$ cat config.mk
export PLATFORM = sky130hd
export DESIGN_NAME = tirt_cell
export DESIGN_NICKNAME = d
export VERILOG_FILES = /design/src/rtl/core/tirt_pkg.sv /design/src/rtl/core/tirt_cell.sv
export SDC_FILE = /design/constraint.sdc
export NUM_CORES = 1
export LEC_CHECK = 0
export BUFFER_PORTS_ARGS = -buffer_cell sky130_fd_sc_hd__buf_2
export CAP_MARGIN = 10
export CELL_PAD_IN_SITES_DETAIL_PLACEMENT = 1
export CELL_PAD_IN_SITES_GLOBAL_PLACEMENT = 2
export CORE_ASPECT_RATIO = 1.1
export CORE_MARGIN = 10
export CORE_UTILIZATION = 27
export DETAILED_ROUTE_END_ITERATION = 10
export PLACE_DENSITY = 0.87
export RECOVER_POWER = 25
export SLEW_MARGIN = 5
export SYNTH_ARGS = -nofsm -noshare
export SYNTH_HDL_FRONTEND = slang
export SYNTH_SLANG_ARGS = --single-unit
$ cat constraint.sdc
create_clock -name clock -period 12.3 [get_ports clock]
set_input_delay 0.615 -clock clock [delete_from_list [all_inputs] [get_ports clock]]
set_output_delay 0.615 -clock clock [all_outputs]
set_load 0.01 [all_outputs]
$ cat src/rtl/core/tirt_pkg.sv
// ----------------------------------------------------------------------------
// Transaction ID remap table package
// Shared constants, codes and types for the remap table and its cells.
// ----------------------------------------------------------------------------
package tirt_pkg;

   // Table geometry
   localparam int TABLE_ENTRIES = 64;
   localparam int COUNT_W       = $clog2(TABLE_ENTRIES + 1);
   localparam int LEVELS        = $clog2(TABLE_ENTRIES);

   // Field widths
   localparam int ID_W     = 16;
   localparam int ADDR_W   = 32;
   localparam int PORT_W   = 16;
   localparam int STATUS_W = 2;
   localparam int OCC_W    = 7;

   // Command codes
   localparam logic CMD_INSERT  = 1'b0;
   localparam logic CMD_RELEASE = 1'b1;

   // Status codes
   localparam logic [STATUS_W-1:0] STATUS_OK        = 2'd0;
   localparam logic [STATUS_W-1:0] STATUS_FULL      = 2'd1;
   localparam logic [STATUS_W-1:0] STATUS_NOT_FOUND = 2'd2;

   // One stored mapping
   typedef struct packed {
      logic [ID_W-1:0]   mapped_id;
      logic [ID_W-1:0]   original_id;
      logic [ADDR_W-1:0] address;
      logic [PORT_W-1:0] port;
   } entry_type;

   // Controls broadcast to every cell
   typedef struct packed {
      logic compare;
      logic insert_go;
      logic release_go;
   } cell_ctrl_type;

   typedef enum logic [1:0] {
      ST_IDLE,
      ST_COMPARE,
      ST_APPLY
   } state_type;

endpackage

$ cat src/rtl/core/tirt_cell.sv
// ----------------------------------------------------------------------------
// Remap table cell
// Holds one mapping, compares it against the lookup id, loads a new mapping
// when it is the first empty cell, and takes its upper neighbour's mapping
// when an entry at or below it is released.
// ----------------------------------------------------------------------------
module tirt_cell
   import tirt_pkg::*;
(
   input  logic            clock,
   input  logic            reset,
   input  cell_ctrl_type   ctrl,
   input  logic            shift,
   input  logic [ID_W-1:0] lookup_id,
   input  entry_type       new_entry,
   input  entry_type       up_entry,
   input  logic            up_valid,
   input  logic            below_valid,
   output entry_type       entry,
   output logic            valid,
   output logic            match
);

   logic      valid_ff;
   logic      match_ff;
   entry_type entry_ff;
   logic      load;
   logic      take_up;

   // Load only into the first empty cell; shift down on release
   assign load    = ctrl.insert_go && !valid_ff && below_valid;
   assign take_up = ctrl.release_go && shift;

   // Control state: occupancy and compare result
   always_ff @(posedge clock) begin
      if (reset) begin
         valid_ff <= 1'b0;
         match_ff <= 1'b0;
      end else begin
         if (ctrl.compare) begin
            match_ff <= valid_ff && (entry_ff.mapped_id == lookup_id);
         end
         if (take_up) begin
            valid_ff <= up_valid;
         end else if (load) begin
            valid_ff <= 1'b1;
         end
      end
   end

   // Payload: no reset needed
   always_ff @(posedge clock) begin
      if (take_up) begin
         entry_ff <= up_entry;
      end else if (load) begin
         entry_ff <= new_entry;
      end
   end

   assign entry = entry_ff;
   assign valid = valid_ff;
   assign match = match_ff;

endmodule

==> results.py, run 1 <==
metrics = {
    "critical_path": {
        "r2r_end": "entry[64]",
        "crit_type": "in2reg",
        "end_kind": "flip-flop",
        "r2r_start": "valid",
        "worst-r2r-setup-slack_ns": 10.55,
        "critPathMaxFanout": 81,
        "worstPathRequired_ns": 12.25,
        "cp-startpoint": "ctrl[0]",
        "cp.arrival_ns": 3.35,
        "start_kind": "primary input",
        "reg2reg_depth": 2,
    },
    "detailed_routing": {
        "totalWireLength_mm": 12.2,
        "wl_per_cell_um": 18.6,
        "first_iter_violations": 112,
        "drc": 0,
        "viasPerCell": 4.20,
        "routed-via-count": 2773,
        "ant_nets": 0,
        "first_pass_iters": 4,
    },
    "logic_synthesis": {
        "ys_warn_count": 0,
        "netlist_instances": 201,
        "synthesis.area_sq_mm": 0.00371,
        "syn-num-nets": 385,
        "synth-edff-count": 80,
        "ys.flop_type": "edfxtp_1",
        "avgSynthCellArea_sq_um": 18.4,
        "ys_ff_latch": 82,
        "async_reset_ff_share_pct": 0,
        "synth_cell_types": 18,
        "synth-seq-area-share_pct": 65.9,
    },
    "floorplanning": {
        "rows": 44,
        "fp.dieW_um": 132,
        "coreArea_sq_mm": 0.0133,
        "start_util_pct": 27.8,
        "ioPinCount": 266,
        "die_area_sq_mm": 0.0188,
        "die_y_um": 143,
    },
    "run_status": {
        "failed_checks": "capacitance limit, slew limit",
        "status": "finished, violations left",
    },
    "hold_path": {
        "whs_path_depth": 2,
        "min-delay-start": "match",
        "whs_endpoint": "match",
        "min_path_type": "reg2reg",
    },
    "cells_and_area": {
        "layout.cells.non_filler": 660,
        "areaGrowthSynthToFinish_pct": 45.4,
        "fin_nets": 655,
        "diodes": 0,
        "final_layout_size_suffix_gt1_share_pct": 63.2,
    },
    "placement": {
        "dp.cells": 644,
        "dpl.hpwl_mm": 10.2,
        "io_buffers": 265,
        "routabilityCongestion": 0.749,
    },
    "power_and_ir_drop": {
        "p_leak_nw": 2.26,
        "power_density_mw_per_mm2": 135,
        "ir_drop_v": 0.0000460,
    },
    "clock_network": {
        "cts_buffers": 9,
        "cts_tree": "done",
        "holdBufCountCts": 0,
        "clk-insertion-delay-late_ns": 0.33,
        "postCtsSetupRepairBufs": 0,
        "path_clk_slew_ns": 0.06,
        "clk_path_buf_depth": 2,
        "clock_sinks": 82,
        "clock-root-buffer": "clkbuf_16",
        "cts_resized": 0,
        "h-tree-depth": 3,
    },
    "timing": {
        "fmax_mhz": 294,
        "rsz0062_at_grt": "false",
        "finalCriticalPeriod_ns": 3.40,
        "period_share_pct": 27.6,
        "setup_viol": 0,
        "finalMaxSlewViolations": 44,
        "hold_viol": 0,
        "fin_worst_skew_ns": 0.00552,
        "fin_tns_setup_ns": 0,
        "worst_pin_slew_ns": 1.71,
        "relSlewSlack_pct": -14.3,
    },
    "global_route": {
        "grt_max_degree": 82,
        "grt_pass1_wl_mm": 18.3,
        "grt_use_total_pct": 12.7,
        "globalRouteOverflowTotal": 0,
        "grt_pass1_vias": 3273,
        "antenna_found_initial": 0,
    },
    "job": {
        "max_cap_viol_count": 1,
    },
}
cell type report:
cell class	instances	area (sq um)
clock buffer	13	240
clock inverter	3	63.8
fill	1528	7930
inverter	1	3.75
multi-input combinational	110	1130
sequential	82	2440
tap	184	230
timing repair buffer	267	1270
cell usage after synthesis, types with 2 or more instances:
cell / n / area [sq um]
xnor2_1: 3 / 26.3
mux2_4: 7 / 105
clkbuf_8: 8 / 110
edfxtp_1: 80 / 2400
dfxtp_1: 2 / 40.0
mux2_2: 73 / 822
nand2_1: 3 / 11.3
nor4_1: 3 / 18.8
xor2_1: 13 / 114
cell usage in the layout, fill, tap and decap left out, types with 3 or more instances in the layout:
master,count
mux2_2,73
clkbuf_16,9
edfxtp_1,80
xnor2_1,3
clkbuf_1,58
nor4_1,3
mux2_1,5
buf_2,211
nand2_1,4
xor2_1,13
power by group:
part           total [W]  leakage (nW)  internal [W]  switching (W)
Clock           0.000279         0.145      0.000177       0.000102
Combinational   0.000103          1.33     0.0000527      0.0000504
Sequential      0.000343         0.786      0.000335     0.00000773
metal layers:
layer  vias up  track usage (%)  part of all wire, %
met5         -                0                    0
met4         0             5.51                  1.8
met3        13             5.30                  8.5
met2       146             23.0                   53
met1      1298             12.4                   36
li1       1316                -                    -
registers in the layout, indices dropped and copies added (netlist names):
| register | count |
|---|---|
| entry | 80 |
| match | 1 |
| valid | 1 |
cells by family (layout without fill, tap and decap cells):
kind of cell / Yosys count / after routing / synth area share (%)
multiplexers: 80 / 80 / 25.0
buffers and inverters: 9 / 284 / 3.07
AO/OA/AOI/OAI: 3 / 3 / 0.574
flip-flops: 82 / 82 / 65.9
AND/OR/NAND/NOR: 11 / 11 / 1.65
XOR/XNOR: 16 / 16 / 3.78
worst max-delay path by stage:
stage | depth (start not counted) | to | slack [ns]
after floorplan | 3 | valid | 4.94
after global placement | 5 | entry[13] | 9.48
after detailed placement | 6 | valid | 9.36
after CTS | 6 | valid | 9.72
after global routing | 6 | valid | 8.61
final | 5 | entry[64] | 8.90
stage by stage:
step	hold slack, ns	power, W	worst slack, ns	cell area (sq um)	utilization (%)
floorplan	0.470	0.000405	4.94	3710	-
global placement	0.436	0.000455	9.48	5180	38.9
detailed placement	0.441	0.000459	9.36	5180	38.9
CTS	0.449	0.000744	9.72	5480	41.2
global route	0.518	0.000760	8.61	5390	40.4
finish	0.457	0.000725	8.90	5390	40.4
worst max-delay path, cell delays in order:
cell and delay (ns):
buf_2 0.09, nand2_1 0.94, buf_4 0.68, o21ai_4 0.11, buf_4 0.76
Power figures use the tool's default switching activity.
==> run 2, diff against run 1 <==
--- a/config.mk
+++ b/config.mk
@@ -5,15 +5,16 @@
 export SDC_FILE = /design/constraint.sdc
 export NUM_CORES = 1
 export LEC_CHECK = 0
+export ABC_AREA = 1
 export BUFFER_PORTS_ARGS = -buffer_cell sky130_fd_sc_hd__buf_2
 export CAP_MARGIN = 10
 export CELL_PAD_IN_SITES_DETAIL_PLACEMENT = 1
 export CELL_PAD_IN_SITES_GLOBAL_PLACEMENT = 2
 export CORE_ASPECT_RATIO = 1.1
 export CORE_MARGIN = 10
-export CORE_UTILIZATION = 27
+export CORE_UTILIZATION = 19
 export DETAILED_ROUTE_END_ITERATION = 10
-export PLACE_DENSITY = 0.87
+export PLACE_DENSITY = 0.76
 export RECOVER_POWER = 25
 export SLEW_MARGIN = 5
 export SYNTH_ARGS = -nofsm -noshare
==> constraint.sdc (replaced) <==
create_clock -name clock -period 2.8 [get_ports clock]
set_input_delay 0.14 -clock clock [delete_from_list [all_inputs] [get_ports clock]]
set_output_delay 0.14 -clock clock [all_outputs]
set_load 0.01 [all_outputs]
==> run 2 against run 1 <==
Compared with the run above: the run now ends clean; via count is 33% higher; non-clock buffer count increased by 2; global-route usage shrank 1.2 points; area after synthesis up 2.5%; hold slack worse by 0.39 ns; worst setup slack lost 7.6 ns; wire length rose by 24%; critical path type is now reg2reg; register-to-register slack got worse by 9.3 ns; die area up 39%; flip-flop and latch count unchanged; clock skew is 0.0021 ns higher; sequential share of layout area fell by 1.9 points.
==> results.py, run 2 <==
metrics = {
    "logic_synthesis": {
        "synth_top_area_share_pct": 63.2,
        "yosysTopAreaCell": "edfxtp_1",
        "synth-edff-count": 80,
        "synth_most_common_cell": "nand2_1",
        "async_reset_ff_share_pct": 0,
        "ys_warn_count": 0,
        "synthesis.area_sq_mm": 0.00380,
        "synth-seq-area-share_pct": 64.3,
        "synth_cell_types": 16,
        "synth_common_cells": "277 x nand2_1, 80 x edfxtp_1, 29 x inv_1, 15 x buf_2, 11 x nor2_1",
        "ys_ff_latch": 82,
        "ys.flop_type": "edfxtp_1",
        "avgSynthCellArea_sq_um": 8.84,
        "synth.area.top_cells": "edfxtp_1 63%, nand2_1 27%, inv_1 2.9%, buf_2 2.0%, nor2_1 1.1%",
        "netlist_instances": 430,
        "syn-num-nets": 614,
    },
    "critical_path": {
        "cp-startpoint": "valid",
        "crit_path_top_delay_cell": "a31o_4",
        "critPathMaxFanout": 56,
        "worstPathCellList": "inv_1 > a31o_4 > buf_12",
        "cp.arrival_ns": 1.55,
        "crit_type": "reg2reg",
        "r2r_start": "valid",
        "worst-r2r-setup-slack_ns": 1.26,
        "worstPathRequired_ns": 2.81,
        "reg2reg_depth": 3,
        "start_kind": "flip-flop",
        "cpPeakStageDelay_ns": 0.40,
        "end_kind": "flip-flop",
        "r2r_end": "entry[43]",
    },
    "clock_network": {
        "cts_tree": "done",
        "clk_path_buf_depth": 2,
        "clock_sinks": 82,
        "postCtsSetupRepairBufs": 0,
        "clock-root-buffer": "clkbuf_16",
        "path_clk_slew_ns": 0.07,
        "h-tree-depth": 3,
        "cts_resized": 0,
        "clk-insertion-delay-late_ns": 0.34,
        "cts_buffers": 9,
    },
    "power_and_ir_drop": {
        "power_w": 0.00317,
        "power_density_mw_per_mm2": 564,
        "ir_drop_v": 0.000243,
        "p_leak_nw": 2.82,
    },
    "timing": {
        "relSlewSlack_pct": 41.7,
        "fin_tns_setup_ns": 0,
        "period_share_pct": 55.0,
        "fin_worst_skew_ns": 0.00763,
        "setup_viol": 0,
        "finalMaxSlewViolations": 0,
        "rsz0062_at_grt": "false",
        "fmax_mhz": 649,
        "finalCriticalPeriod_ns": 1.54,
        "worst_pin_slew_ns": 0.874,
        "hold_viol": 0,
    },
    "placement": {
        "dp.cells": 934,
        "routabilityCongestion": 0.740,
        "placed_area_sq_mm": 0.00541,
        "io_buffers": 265,
        "dpl.hpwl_mm": 12.1,
    },
    "global_route": {
        "antenna_found_initial": 1,
        "grt_max_degree": 82,
        "globalRouteOverflowTotal": 0,
        "grt_pass1_vias": 4165,
        "grt_use_total_pct": 11.5,
        "grt_pass1_wl_mm": 23.3,
    },
    "cells_and_area": {
        "fin_nets": 878,
        "layout.cells.most_common": "nand2_1",
        "layout.cells.non_filler": 950,
        "layout_common_cells": "277 x nand2_1, 204 x buf_2, 80 x edfxtp_1",
        "final_layout_size_suffix_gt1_share_pct": 32.4,
        "areaGrowthSynthToFinish_pct": 48.0,
        "diodes": 0,
        "largest_reg_flops": 80,
        "num-fill-cells": 2420,
        "final_area_sq_mm": 0.00562,
    },
    "floorplanning": {
        "ioPinCount": 266,
        "fp.dieW_um": 155,
        "die_area_sq_mm": 0.0261,
        "start_util_pct": 19.3,
        "rows": 54,
        "die_y_um": 168,
        "coreArea_sq_mm": 0.0197,
    },
    "hold_path": {
        "whs_path_depth": 3,
        "whs_endpoint": "entry[51]",
        "min-delay-start": "up_entry[51]",
        "min_path_type": "in2reg",
    },
    "detailed_routing": {
        "viasPerCell": 3.89,
        "wl_per_cell_um": 16.0,
        "first_iter_violations": 106,
        "first_pass_iters": 4,
        "routed-via-count": 3698,
        "totalWireLength_mm": 15.2,
        "ant_nets": 0,
        "drc": 0,
    },
    "job": {
        "max_cap_viol_count": 0,
    },
    "run_status": {
        "status": "completed",
    },
}
-- run 2: changes by cell type in the layout (fill, tap and decap cells not counted), sizes merged, moves of 6 or more --
cell | previous run | this run
nor2 | 1 | 11
nand2 | 4 | 278
buf | 213 | 207
inv | 1 | 30
mux2 | 80 | 0
xor2 | 13 | 0
-- run 2: how the worst max path moves through the flow --
stage,to,slack (ns),cells past startpoint
after global placement,entry[32],1.25,3
after CTS,entry[26],1.22,3
after detailed placement,entry[40],1.22,3
after global routing,entry[46],1.15,3
after floorplan,entry[0],0.07,2
final,entry[43],1.26,3
-- run 2: per-layer routing --
metal / GRT usage, % / part of all wire, %
met3: 5.22 / 9.1
met2: 20.6 / 52
met1: 11.7 / 37
met4: 3.08 / 1.0
met5: 0 / 0.13
-- run 2: cells by family (layout without fill, tap and decap cells) --
logic type / count (synthesis) / count (layout) / share of synthesized area, %
xor gates and xnor gates: 2 / 2 / 0.461
buffers and inverters: 46 / 314 / 5.04
DFF: 82 / 82 / 64.3
AOI/OAI and AO/OA: 5 / 5 / 0.757
and+or+nand+nor: 295 / 295 / 29.5
-- run 2: layout make-up --
type | count | area, sq um | share of cell area [%]
tap | 252 | 315 | 5.61
sequential | 82 | 2440 | 43.4
clock inverter | 6 | 58.8 | 1.05
clock buffer | 9 | 225 | 4.00
timing repair buffer | 269 | 1290 | 23.0
multi-input combinational | 302 | 1170 | 20.9
inverter | 30 | 113 | 2.00
-- run 2: metrics by stage --
stage	utilization, %	worst slack [ns]	hold WS [ns]
after global routing	28.5	1.15	0.0538
after floorplan	-	0.0725	0.209
final	28.5	1.26	0.0650
after detailed placement	27.4	1.22	0.342
after global placement	27.4	1.25	0.345
after CTS	28.9	1.22	0.0446
-- run 2: repair_timing --
item	in CTS	in global routing
hold buffers	1	0
hold endpoints to repair	1	0
endpoints found under the setup margin	0	0
-- run 2: where the power goes --
part | internal [W] | total [W] | switching [W]
registers | 0.00148 | 0.00151 | 0.0000344
clock network | 0.000680 | 0.00117 | 0.000493
logic | 0.000201 | 0.000492 | 0.000290
-- run 2: critical path: cells and delay by family, from the launching register on --
kind	cells	cell delay (ns)
compound gates	1	0.40
flops	1	0.33
buf+inv	2	0.40
==> run 3, diff against run 2 <==
--- a/config.mk
+++ b/config.mk
@@ -5,16 +5,16 @@
 export SDC_FILE = /design/constraint.sdc
 export NUM_CORES = 1
 export LEC_CHECK = 0
-export ABC_AREA = 1
+export ABC_AREA = 0
 export BUFFER_PORTS_ARGS = -buffer_cell sky130_fd_sc_hd__buf_2
 export CAP_MARGIN = 10
 export CELL_PAD_IN_SITES_DETAIL_PLACEMENT = 1
 export CELL_PAD_IN_SITES_GLOBAL_PLACEMENT = 2
 export CORE_ASPECT_RATIO = 1.1
 export CORE_MARGIN = 10
-export CORE_UTILIZATION = 19
+export CORE_UTILIZATION = 23
 export DETAILED_ROUTE_END_ITERATION = 10
-export PLACE_DENSITY = 0.76
+export PLACE_DENSITY = 0.79
 export RECOVER_POWER = 25
 export SLEW_MARGIN = 5
 export SYNTH_ARGS = -nofsm -noshare
==> constraint.sdc (replaced) <==
create_clock -name clock -period 1.2 [get_ports clock]
set_input_delay 0.06 -clock clock [delete_from_list [all_inputs] [get_ports clock]]
set_output_delay 0.06 -clock clock [all_outputs]
set_load 0.01 [all_outputs]
==> run 3 against run 2 <==
Compared with the run above: the flow now finishes with violations (setup timing); utilization rose by 7.8 points; global-route usage rose by 0.34 points; via count fell by 22%; clock power rose by 130%; register-to-register slack got worse by 1.3 ns; die area fell by 17%; first-iteration DRC count fell by 35%; critical path type unchanged.
==> results.py, run 3 (synthesis gave the netlist of run 1 again) <==
metrics = {
    "floorplanning": {
        "start_util_pct": 23.6,
        "ioPinCount": 266,
        "coreArea_sq_mm": 0.0157,
        "fp.dieW_um": 141,
        "rows": 48,
        "die_area_sq_mm": 0.0216,
        "die_y_um": 153,
    },
    "run_status": {
        "status": "finished, violations left",
        "failed_checks": "setup timing",
    },
    "cells_and_area": {
        "layout.cells.most_common": "buf_2",
        "fin_nets": 676,
        "final_util_pct": 36.3,
        "areaGrowthSynthToFinish_pct": 54.3,
        "layout_common_cells": "265 x buf_2, 80 x edfxtp_1, 71 x mux2_2",
        "largest_reg_flops": 80,
        "final_area_sq_mm": 0.00572,
        "final_layout_size_suffix_gt1_share_pct": 76.3,
    },
    "detailed_routing": {
        "viasPerCell": 4.15,
        "wl_per_cell_um": 19.0,
        "ant_nets": 0,
        "routed-via-count": 2900,
        "totalWireLength_mm": 13.2,
        "drc": 0,
        "first_pass_iters": 4,
        "first_iter_violations": 69,
    },
    "critical_path": {
        "r2r_end": "match",
        "critPathMaxFanout": 2,
        "r2r_start": "entry[73]",
        "reg2reg_depth": 5,
        "crit_type": "reg2reg",
        "worst-r2r-setup-slack_ns": -0.05,
        "worstPathRequired_ns": 1.47,
        "cp.arrival_ns": 1.52,
        "start_kind": "flip-flop",
        "end_kind": "flip-flop",
    },
    "global_route": {
        "grt_pass1_wl_mm": 19.4,
        "grt_pass1_vias": 3435,
        "grt_util_met2_pct": 22.1,
        "grt_max_degree": 41,
        "grt_use_total_pct": 11.8,
        "busiest_layer": "met2",
        "grtUsageMet1_pct": 10.6,
        "globalRouteOverflowTotal": 0,
        "grtUsageMet3_pct": 6.07,
        "antenna_found_initial": 3,
    },
    "job": {
        "max_cap_viol_count": 0,
    },
    "clock_network": {
        "clock-root-buffer": "clkbuf_16",
        "clock_sinks": 82,
        "clk_path_buf_depth": 2,
        "cts_buffers": 9,
        "clk-insertion-delay-late_ns": 0.34,
        "h-tree-depth": 3,
        "cts_tree": "done",
        "path_clk_slew_ns": 0.07,
    },
    "timing": {
        "fin_worst_skew_ns": 0.00401,
        "hold_viol": 0,
        "worst_pin_slew_ns": 0.585,
        "relSlewSlack_pct": 61.0,
        "fmax_mhz": 802,
        "setup_viol": 1,
        "hold_ws_ns": 0.0198,
        "setup_ws_ns": -0.0475,
        "rsz0062_at_grt": "true",
        "period_share_pct": 104,
        "finalMaxSlewViolations": 0,
        "finalCriticalPeriod_ns": 1.25,
    },
    "hold_path": {
        "whs_endpoint": "entry[31]",
        "min_path_type": "in2reg",
        "whs_path_depth": 2,
        "min-delay-start": "up_entry[31]",
    },
    "power_and_ir_drop": {
        "power_density_mw_per_mm2": 1290,
        "ir_drop_v": 0.000600,
        "p_leak_nw": 2.53,
        "power_w": 0.00738,
    },
    "placement": {
        "io_buffers": 265,
        "dpl.hpwl_mm": 11.1,
        "placed_area_sq_mm": 0.00540,
        "routabilityCongestion": 0.727,
    },
}
[run 3: cell count changes in the layout (fill, tap and decap cells not counted), sizes merged, moves of 5 or more]
cell         change
mux2            +80
xor2            +13
clkbuf          -58
nor2            -10
inv             -24
dlygate4sd3      +5
nand2          -274
buf             +72
[run 3: layer usage]
layer | part of all wire [%] | up-vias | wire length, um
li1 | - | 1369 | -
met1 | 33 | 1378 | 4420
met2 | 56 | 133 | 7370
met3 | 9.3 | 16 | 1230
met4 | 1.6 | 4 | 206
met5 | 0.19 | - | 25
[run 3: what timing repair did]
action / CTS / global route
gates resized for setup: 0 / 3
hold buffers: 5 / 1
setup buffers: 0 / 0
pin swaps: 1 / 0
setup endpoints to repair: 1 / 1
endpoints found under the hold margin: 4 / 1
[run 3: worst max-delay path: stages, from the launching register on]
cell,delay [ns]
edfxtp_1,0.40
xor2_1,0.17
nor4_2,0.28
buf_4,0.15
nand4_1,0.07
o21ai_1,0.12
[run 3: how the worst max path moves through the flow]
stage,from,to,slack (ns),depth (start not counted)
2_1_floorplan,valid,valid,-0.94,2
3_3_place_gp,entry[66],match,-0.10,5
3_5_place_dp,entry[66],match,-0.09,5
4_1_cts,entry[73],match,-0.11,5
5_1_grt,entry[73],match,-0.12,5
6_report,entry[73],match,-0.05,5
[run 3: layout make-up]
class                      count  area, sq um
antenna                        2         5.00
clock buffer                   9          225
clock inverter                 7         58.8
fill                        1774        10000
inverter                       1         3.75
multi-input combinational    110         1160
sequential                    82         2440
tap                          200          250
timing repair buffer         288         1570
[run 3: metrics by stage]
| stage | setup TNS [ns] | setup WS (ns) | cells |
|---|---|---|---|
| 2_1_floorplan | -72.41 | -0.937 | 201 |
| 3_3_place_gp | -0.103 | -0.103 | 675 |
| 3_5_place_dp | -0.129 | -0.0852 | 675 |
| 4_1_cts | -0.110 | -0.110 | 696 |
| 5_1_grt | -0.554 | -0.119 | 698 |
| 6_report | -0.0475 | -0.0475 | 699 |
[run 3: power by group]
part | total (W) | internal (W) | switching (W)
combinational | 0.00124 | 0.000666 | 0.000570
clock | 0.00265 | 0.00144 | 0.00121
sequential | 0.00350 | 0.00343 | 0.0000689
total | 0.00738 | 0.00553 | 0.00185
